<file path="config.mk">
export PLATFORM = sky130hd
export DESIGN_NAME = circular_axis_stepper_controller
export DESIGN_NICKNAME = d
export VERILOG_FILES = /design/src/hdl/casc_pkg.sv /design/src/hdl/casc_core.sv /design/src/hdl/casc_out_reg.sv /design/src/hdl/circular_axis_stepper_controller.sv
export SDC_FILE = /design/constraint.sdc
export NUM_CORES = 1
export LEC_CHECK = 0
export ABC_AREA = 1
export BUFFER_PORTS_ARGS = -buffer_cell sky130_fd_sc_hd__buf_4
export CORE_MARGIN = 4
export CORE_UTILIZATION = 45
export DETAILED_ROUTE_END_ITERATION = 12
export PLACE_DENSITY_LB_ADDON = 0.1
export SLEW_MARGIN = 5
export SYNTH_ARGS = -nofsm -noshare
export SYNTH_HDL_FRONTEND = slang
export SYNTH_SLANG_ARGS = --single-unit
</file>
<file path="constraint.sdc">
create_clock -name clk -period 6 [get_ports clk]
set_clock_uncertainty 0.2 [all_clocks]
set_input_delay 1.8 -clock clk [delete_from_list [all_inputs] [get_ports clk]]
set_output_delay 1.8 -clock clk [all_outputs]
set_load 0.01 [all_outputs]
</file>
<file path="src/hdl/casc_pkg.sv">
// Shared types and constants for the circular stepper axis controller.
// No dependencies; used by every module in hdl/.
package casc_pkg;

  localparam int STEPS_PER_TURN    = 800;
  localparam int HOME_SEARCH_LIMIT = 805;
  localparam int HOME_OVERRUN      = 10;

  localparam int POS_W   = 10;
  localparam int CNT_W   = 10;
  localparam int TIMER_W = 16;
  localparam int IN_W    = 16;
  localparam int OUT_W   = 16;

  localparam logic [TIMER_W-1:0] HALF_PERIOD_RST = 16'd1000;

  typedef logic [POS_W-1:0]   pos_t;
  typedef logic [CNT_W-1:0]   cnt_t;
  typedef logic [TIMER_W-1:0] timer_t;

  typedef enum logic [1:0] {
    CMD_TICK = 2'd0,
    CMD_MOVE = 2'd1,
    CMD_HOME = 2'd2,
    CMD_OFF  = 2'd3
  } cmd_t;

  typedef enum logic [1:0] {
    ST_NONE      = 2'd0,
    ST_MOVE_DONE = 2'd1,
    ST_HOME_OK   = 2'd2,
    ST_HOME_FAIL = 2'd3
  } status_t;

  typedef enum logic [2:0] {
    MODE_IDLE = 3'b001,
    MODE_MOVE = 3'b010,
    MODE_HOME = 3'b100
  } mode_t;

  typedef struct packed {
    logic end_switch;
    pos_t target;
    cmd_t command;
  } in_item_t;

  typedef struct packed {
    status_t status;
    logic    busy_res;
    pos_t    position;
    logic    driver_on;
    logic    dir_out;
    logic    step_out;
  } result_t;

endpackage

</file>
<file path="src/hdl/casc_core.sv">
// Axis state registers and the per-tick next-state logic.
// Depends on casc_pkg.
module casc_core (
  input  logic                     clk,
  input  logic                     rst,
  input  logic                     fire,
  input  casc_pkg::in_item_t       item,
  input  casc_pkg::timer_t         half_period,
  output casc_pkg::result_t        result
);

  localparam casc_pkg::pos_t LAST_POS  = casc_pkg::POS_W'(casc_pkg::STEPS_PER_TURN - 1);
  localparam casc_pkg::cnt_t TURN      = casc_pkg::CNT_W'(casc_pkg::STEPS_PER_TURN);
  localparam casc_pkg::cnt_t HALF_TURN = casc_pkg::CNT_W'(casc_pkg::STEPS_PER_TURN / 2);
  localparam casc_pkg::cnt_t OVERRUN   = casc_pkg::CNT_W'(casc_pkg::HOME_OVERRUN);
  localparam casc_pkg::cnt_t SEARCH    = casc_pkg::CNT_W'(casc_pkg::HOME_SEARCH_LIMIT);

  casc_pkg::pos_t   position_reg, position_reg_next;
  casc_pkg::mode_t  mode_reg, mode_reg_next;
  casc_pkg::cnt_t   steps_left, steps_left_next;
  casc_pkg::timer_t phase_timer, phase_timer_next;
  logic             pulse_phase, pulse_phase_next;
  logic             direction_reg, direction_reg_next;
  logic             driver_enabled, driver_enabled_next;
  casc_pkg::status_t status;

  casc_pkg::timer_t plen;
  casc_pkg::pos_t   tgt;
  casc_pkg::cnt_t   diff;
  casc_pkg::cnt_t   move_steps;
  logic             move_dir;
  casc_pkg::timer_t timer_dec;
  casc_pkg::pos_t   pos_stepped;
  casc_pkg::cnt_t   steps_dec;

  always_comb begin
    plen = (half_period == '0) ? casc_pkg::TIMER_W'(1) : half_period;
    tgt  = (item.target > LAST_POS) ? LAST_POS : item.target;

    // shorter way round; a tie of half a turn goes the other way
    if (position_reg < tgt) begin
      diff = casc_pkg::CNT_W'(tgt - position_reg);
      move_dir = (diff < HALF_TURN);
    end else begin
      diff = casc_pkg::CNT_W'(position_reg - tgt);
      move_dir = !(diff < HALF_TURN);
    end
    move_steps = (diff < HALF_TURN) ? diff : TURN - diff;

    timer_dec   = (phase_timer != '0) ? phase_timer - 1'b1 : phase_timer;
    steps_dec   = (steps_left != '0) ? steps_left - 1'b1 : steps_left;
    if (direction_reg) begin
      pos_stepped = (position_reg == LAST_POS) ? '0 : position_reg + 1'b1;
    end else begin
      pos_stepped = (position_reg == '0) ? LAST_POS : position_reg - 1'b1;
    end
  end

  always_comb begin
    position_reg_next   = position_reg;
    mode_reg_next       = mode_reg;
    steps_left_next     = steps_left;
    phase_timer_next    = phase_timer;
    pulse_phase_next    = pulse_phase;
    direction_reg_next  = direction_reg;
    driver_enabled_next = driver_enabled;
    status              = casc_pkg::ST_NONE;

    case (item.command)
      casc_pkg::CMD_OFF: begin
        mode_reg_next       = casc_pkg::MODE_IDLE;
        pulse_phase_next    = 1'b0;
        phase_timer_next    = '0;
        steps_left_next     = '0;
        driver_enabled_next = 1'b0;
      end
      casc_pkg::CMD_MOVE: begin
        driver_enabled_next = 1'b1;
        direction_reg_next  = move_dir;
        if (move_steps == '0) begin
          mode_reg_next    = casc_pkg::MODE_IDLE;
          pulse_phase_next = 1'b0;
          phase_timer_next = '0;
          steps_left_next  = '0;
          status           = casc_pkg::ST_MOVE_DONE;
        end else begin
          mode_reg_next    = casc_pkg::MODE_MOVE;
          steps_left_next  = move_steps;
          pulse_phase_next = 1'b1;
          phase_timer_next = plen;
        end
      end
      casc_pkg::CMD_HOME: begin
        if (item.end_switch) begin
          position_reg_next = '0;
          mode_reg_next     = casc_pkg::MODE_IDLE;
          pulse_phase_next  = 1'b0;
          phase_timer_next  = '0;
          steps_left_next   = '0;
          status            = casc_pkg::ST_HOME_OK;
        end else begin
          driver_enabled_next = 1'b1;
          direction_reg_next  = 1'b0;
          steps_left_next     = (position_reg != '0) ?
                                casc_pkg::CNT_W'(position_reg) + OVERRUN : SEARCH;
          mode_reg_next       = casc_pkg::MODE_HOME;
          pulse_phase_next    = 1'b1;
          phase_timer_next    = plen;
        end
      end
      default: begin
        if (mode_reg != casc_pkg::MODE_IDLE) begin
          phase_timer_next = timer_dec;
          if (timer_dec == '0) begin
            if (pulse_phase) begin
              pulse_phase_next = 1'b0;
              phase_timer_next = plen;
            end else begin
              // low phase over: step completes
              position_reg_next = pos_stepped;
              steps_left_next   = steps_dec;
              if (mode_reg == casc_pkg::MODE_HOME && item.end_switch) begin
                position_reg_next   = '0;
                driver_enabled_next = 1'b0;
                mode_reg_next       = casc_pkg::MODE_IDLE;
                pulse_phase_next    = 1'b0;
                phase_timer_next    = '0;
                steps_left_next     = '0;
                status              = casc_pkg::ST_HOME_OK;
              end else if (steps_dec == '0) begin
                status = (mode_reg == casc_pkg::MODE_HOME) ?
                         casc_pkg::ST_HOME_FAIL : casc_pkg::ST_MOVE_DONE;
                mode_reg_next    = casc_pkg::MODE_IDLE;
                pulse_phase_next = 1'b0;
                phase_timer_next = '0;
              end else begin
                pulse_phase_next = 1'b1;
                phase_timer_next = plen;
              end
            end
          end
        end
      end
    endcase
  end

  always_ff @(posedge clk) begin
    if (rst) begin
      position_reg   <= '0;
      mode_reg       <= casc_pkg::MODE_IDLE;
      steps_left     <= '0;
      phase_timer    <= '0;
      pulse_phase    <= 1'b0;
      direction_reg  <= 1'b0;
      driver_enabled <= 1'b0;
    end else if (fire) begin
      position_reg   <= position_reg_next;
      mode_reg       <= mode_reg_next;
      steps_left     <= steps_left_next;
      phase_timer    <= phase_timer_next;
      pulse_phase    <= pulse_phase_next;
      direction_reg  <= direction_reg_next;
      driver_enabled <= driver_enabled_next;
    end
  end

  always_comb begin
    result.step_out  = pulse_phase_next;
    result.dir_out   = direction_reg_next;
    result.driver_on = driver_enabled_next;
    result.position  = position_reg_next;
    result.busy_res  = (mode_reg_next != casc_pkg::MODE_IDLE);
    result.status    = status;
  end

endmodule

</file>
<file path="src/hdl/casc_out_reg.sv">
// Result register on the master side: holds one result until it is taken.
// Depends on casc_pkg.
module casc_out_reg (
  input  logic               clk,
  input  logic               rst,
  input  logic               load,
  input  casc_pkg::result_t  result,
  input  logic               take,
  output logic               full,
  output casc_pkg::result_t  data
);

  always_ff @(posedge clk) begin
    if (rst) begin
      full <= 1'b0;
    end else if (load) begin
      full <= 1'b1;
    end else if (take) begin
      full <= 1'b0;
    end
  end

  always_ff @(posedge clk) begin
    if (load) begin
      data <= result;
    end
  end

endmodule

</file>
<file path="src/hdl/circular_axis_stepper_controller.sv">
// Stepper axis controller for a circular track, one input transaction per tick.
// The result is registered and appears in the cycle after the input transaction is accepted.
// Throughput: one transaction per cycle; the state update is a single pass and
// input is taken whenever the result register is empty or being drained.
// Reset (rst, synchronous): position 0, idle, driver off, half period 1000.
module circular_axis_stepper_controller (
  input  logic                         clk,
  input  logic                         rst,
  input  logic                         s_axis_tvalid,
  output logic                         s_axis_tready,
  // [1:0] command, [11:2] target, [12] end_switch, [15:13] zero
  input  logic [casc_pkg::IN_W-1:0]    s_axis_tdata,
  output logic                         m_axis_tvalid,
  input  logic                         m_axis_tready,
  // [0] step_out, [1] dir_out, [2] driver_on, [12:3] position,
  // [13] busy_res, [15:14] status
  output logic [casc_pkg::OUT_W-1:0]   m_axis_tdata,
  input  logic                         cfg_valid,
  output logic                         cfg_ready,
  input  logic [casc_pkg::TIMER_W-1:0] cfg_data
);

  casc_pkg::timer_t   half_period;
  casc_pkg::in_item_t item;
  casc_pkg::result_t  result;
  casc_pkg::result_t  out_data;
  logic               fire;

  assign cfg_ready = 1'b1;

  always_ff @(posedge clk) begin
    if (rst) begin
      half_period <= casc_pkg::HALF_PERIOD_RST;
    end else if (cfg_valid && cfg_ready) begin
      half_period <= cfg_data;
    end
  end

  assign s_axis_tready = !m_axis_tvalid || m_axis_tready;
  assign fire          = s_axis_tvalid && s_axis_tready;
  assign item          = casc_pkg::in_item_t'(s_axis_tdata[$bits(casc_pkg::in_item_t)-1:0]);

  casc_core u_core (
    .clk         (clk),
    .rst         (rst),
    .fire        (fire),
    .item        (item),
    .half_period (half_period),
    .result      (result)
  );

  casc_out_reg u_out (
    .clk    (clk),
    .rst    (rst),
    .load   (fire),
    .result (result),
    .take   (m_axis_tready),
    .full   (m_axis_tvalid),
    .data   (out_data)
  );

  assign m_axis_tdata = casc_pkg::OUT_W'(out_data);

`ifndef ASSERT_OFF
  a_pos_range: assert property (@(posedge clk) disable iff (rst)
    m_axis_tvalid |-> (m_axis_tdata[12:3] < casc_pkg::POS_W'(casc_pkg::STEPS_PER_TURN)))
    else $error("position out of range");

  a_status_idle: assert property (@(posedge clk) disable iff (rst)
    (m_axis_tvalid && m_axis_tdata[15:14] != casc_pkg::ST_NONE) |-> !m_axis_tdata[13])
    else $error("status reported while still busy");

  a_busy_drv: assert property (@(posedge clk) disable iff (rst)
    (m_axis_tvalid && m_axis_tdata[13]) |-> m_axis_tdata[2])
    else $error("busy with driver disabled");

  a_accept_out: assert property (@(posedge clk) disable iff (rst)
    fire |=> m_axis_tvalid)
    else $error("accepted transaction produced no result");
`endif

endmodule

</file>
==> qor.txt <==
Outcome - completed
Register area share after synthesis - 23.9%
Post-CTS Setup Bufs - 0
Max VDD drop - 0.157 mV
Yosys warns - 0
RR Startpoint - u_core.position_reg[3]
Tightest Hold Check Type - reg2reg
CTS Buf Count - 9
Maximum root-to-sink buffer count - 2
DR top layer - met4
Row cnt - 45
Core area - 15200 µm²
Kind of critical path - in2reg
HPWL after DPL - 15400 µm
Min cycle time layout - 5510 ps
Later-pin clock latency in the skew report - 350 ps
Post-Syn Instances - 1108
Die area - 17500 µm²
Area growth, synth to finish - 10.6%
CP arrival - 5390 ps
Final ANT Viol Nets - 0
Design area - 7690 µm²
Slowest stage delay, CP - 450 ps
GRT Total Usage - 22.8%
Pin count of the biggest net entering global routing - 46
Syn Area/Cell - 6.28 µm²
Slew HR - 47.2%
IO Port Bufs - 51
Async set or reset register ratio after synthesis - 0%
Setup crit start - s_axis_tdata[10]
Routed met2 length - 8670 µm
Dominant cells by area after synthesis - dfxtp_1 (17%), nand2_1 (16%), nand3_1 (7.4%)
Die Width - 132 µm
Final TNS setup - 0 ps
Top Ports - 56
Initial antenna violation count - 0
H-tree depth - 3
Vias per cell - 5.33
Cell accounting for the most synthesized area - dfxtp_1
CTS Hold Bufs - 0
RSZ-0062 raised after global routing - false
Sink Count - 75
Biggest regs - half_period x16, u_core.phase_timer x16, u_out.data x16
Final Max Tran Viols - 0
Top cell by count, worst path - nand2_1
Final Hold Vio Count - 0
Starting Density - 45.8%
Most frequent cell after synthesis - nand2_1
Setup violators final - 0
Most frequent cells after synthesis - nand2_1 (289), inv_1 (129), nor2_1 (120)
Final Wtd Congestion - 0.934
First-pass GRT wire length - 33100 µm
Final worst-path setup slack - 492 ps
Leakage power - 3.81 nW
Post-route DRC - 0
Worst-path maximum fanout - 9
Fraction of layout cells with a size suffix above 1 - 13.5%
Clk slew on worst S/H paths - 60 ps
CTS Root Cell - clkbuf_16
Post-CTS sizing - 0
Power density over the cells - 255 nW/µm²
Placed Area - 7410 µm²
NumNets Final - 1209
Post-synth top area share - 17.0%
Diode count - 0
Synth cell types - 55
Gr ovfl total - 0
Maxcap violations - 0
Met1 WL - 10200 µm
Vias in the first global route - 6541
Transition time of the tightest slew-check pin - 790 ps
Net count after synthesis - 1178
Critical path endpoint category - flop
DR iter-0 viols - 503
Period utilization - 91.8%
WL per Instance - 15.1 µm
EDFF count, synth - 16
Yosys reg bits - 75
Cell at the slowest stage of the critical path - ha_1
Peak Freq - 0.182 GHz
Top_reg_cell synth - dfxtp_1
Die Y-Extent - 132 µm
Metal3 WL - 956 µm
CTS tree - yes
DRT Pass-1 Iters - 6
Crit path launch type - input pin
DR vias - 7099
Final wirelength - 20100 µm
Power Total - 1.96 mW
Pre-CTS setup slack - 195 ps
Worst Hold Launch - half_period[1]
Worst EP required - 5880 ps
Mapped cell area - 6960 µm²
-- cell usage in the layout (no fill, tap or decap), types with 4 or more instances in the layout --
master	n
nand2_1	289
inv_1	129
nor2_1	120
nand3_1	103
o21ai_0	70
dfxtp_1	59
a21oi_1	58
buf_4	57
ha_1	31
nand2_2	28
xor2_1	22
nor3_1	19
edfxtp_1	16
nand4_1	15
a21oi_2	12
nor2_2	10
o211ai_1	9
nand2_4	9
clkbuf_16	9
xnor2_1	6
nand3_2	6
nor2_4	4
o21ai_1	4
nand3b_1	4
nor4_1	4
-- per-layer routing --
| layer | vias up | GRT usage [%] |
|---|---|---|
| li1 | 3683 | - |
| met3 | 19 | 2.71 |
| met5 | - | 0 |
| met4 | 0 | 6.24 |
| met1 | 3220 | 33.6 |
| met2 | 177 | 35.0 |
-- power breakdown --
part	switching, mW	internal, mW	total, mW	leakage [nW]
sequential	0.0511	0.559	0.610	0.649
combinational	0.545	0.277	0.822	3.02
clock	0.239	0.287	0.527	0.139
total	0.835	1.12	1.96	3.81
-- layout make-up --
cell class / instances / area [µm²]
fill: 1645 / 7510
multi-input combinational: 861 / 4580
sequential: 75 / 1660
inverter: 135 / 507
timing repair buffer: 57 / 428
tap: 188 / 235
clock buffer: 9 / 225
clock inverter: 7 / 58.8
-- metrics by stage --
stage / instances / hold WS, ps / utilization (%)
2_1_floorplan: 1108 / 260 / -
3_3_place_gp: 1316 / 287 / 48.7
3_5_place_dp: 1316 / 283 / 48.7
4_1_cts: 1332 / 294 / 50.6
5_1_grt: 1332 / 326 / 50.6
6_report: 1332 / 292 / 50.6
-- logic make-up after synthesis --
family | after synthesis | share of synthesized area, %
AOI/OAI and AO/OA | 182 | 15.6
xor gates and xnor gates | 28 | 3.52
DFF | 75 | 23.9
and+or+nand+nor | 617 | 40.5
adders and majority gates | 33 | 6.15
buffers and inverters | 172 | 10.3
other | 1 | 0.0539
-- worst paths after layout --
path / endpoint / slack, ps / depth (start not counted)
worst max-delay path: u_out.data[13] / 490 / 25
worst min-delay path: u_core.phase_timer[1] / 290 / 2
worst max register to register: u_out.data[13] / 1890 / 23
worst min register to register: u_core.phase_timer[1] / 290 / 2
-- worst max-delay path, delay by kind of cell --
kind                     cells  cell delay, ps
AO/OA/AOI/OAI                2             580
AND/OR/NAND/NOR             18            2170
adder cells (fa/ha/maj)      2             620
buffers and inverters        3             240
Note: power is estimated with default switching activity, not from simulation.
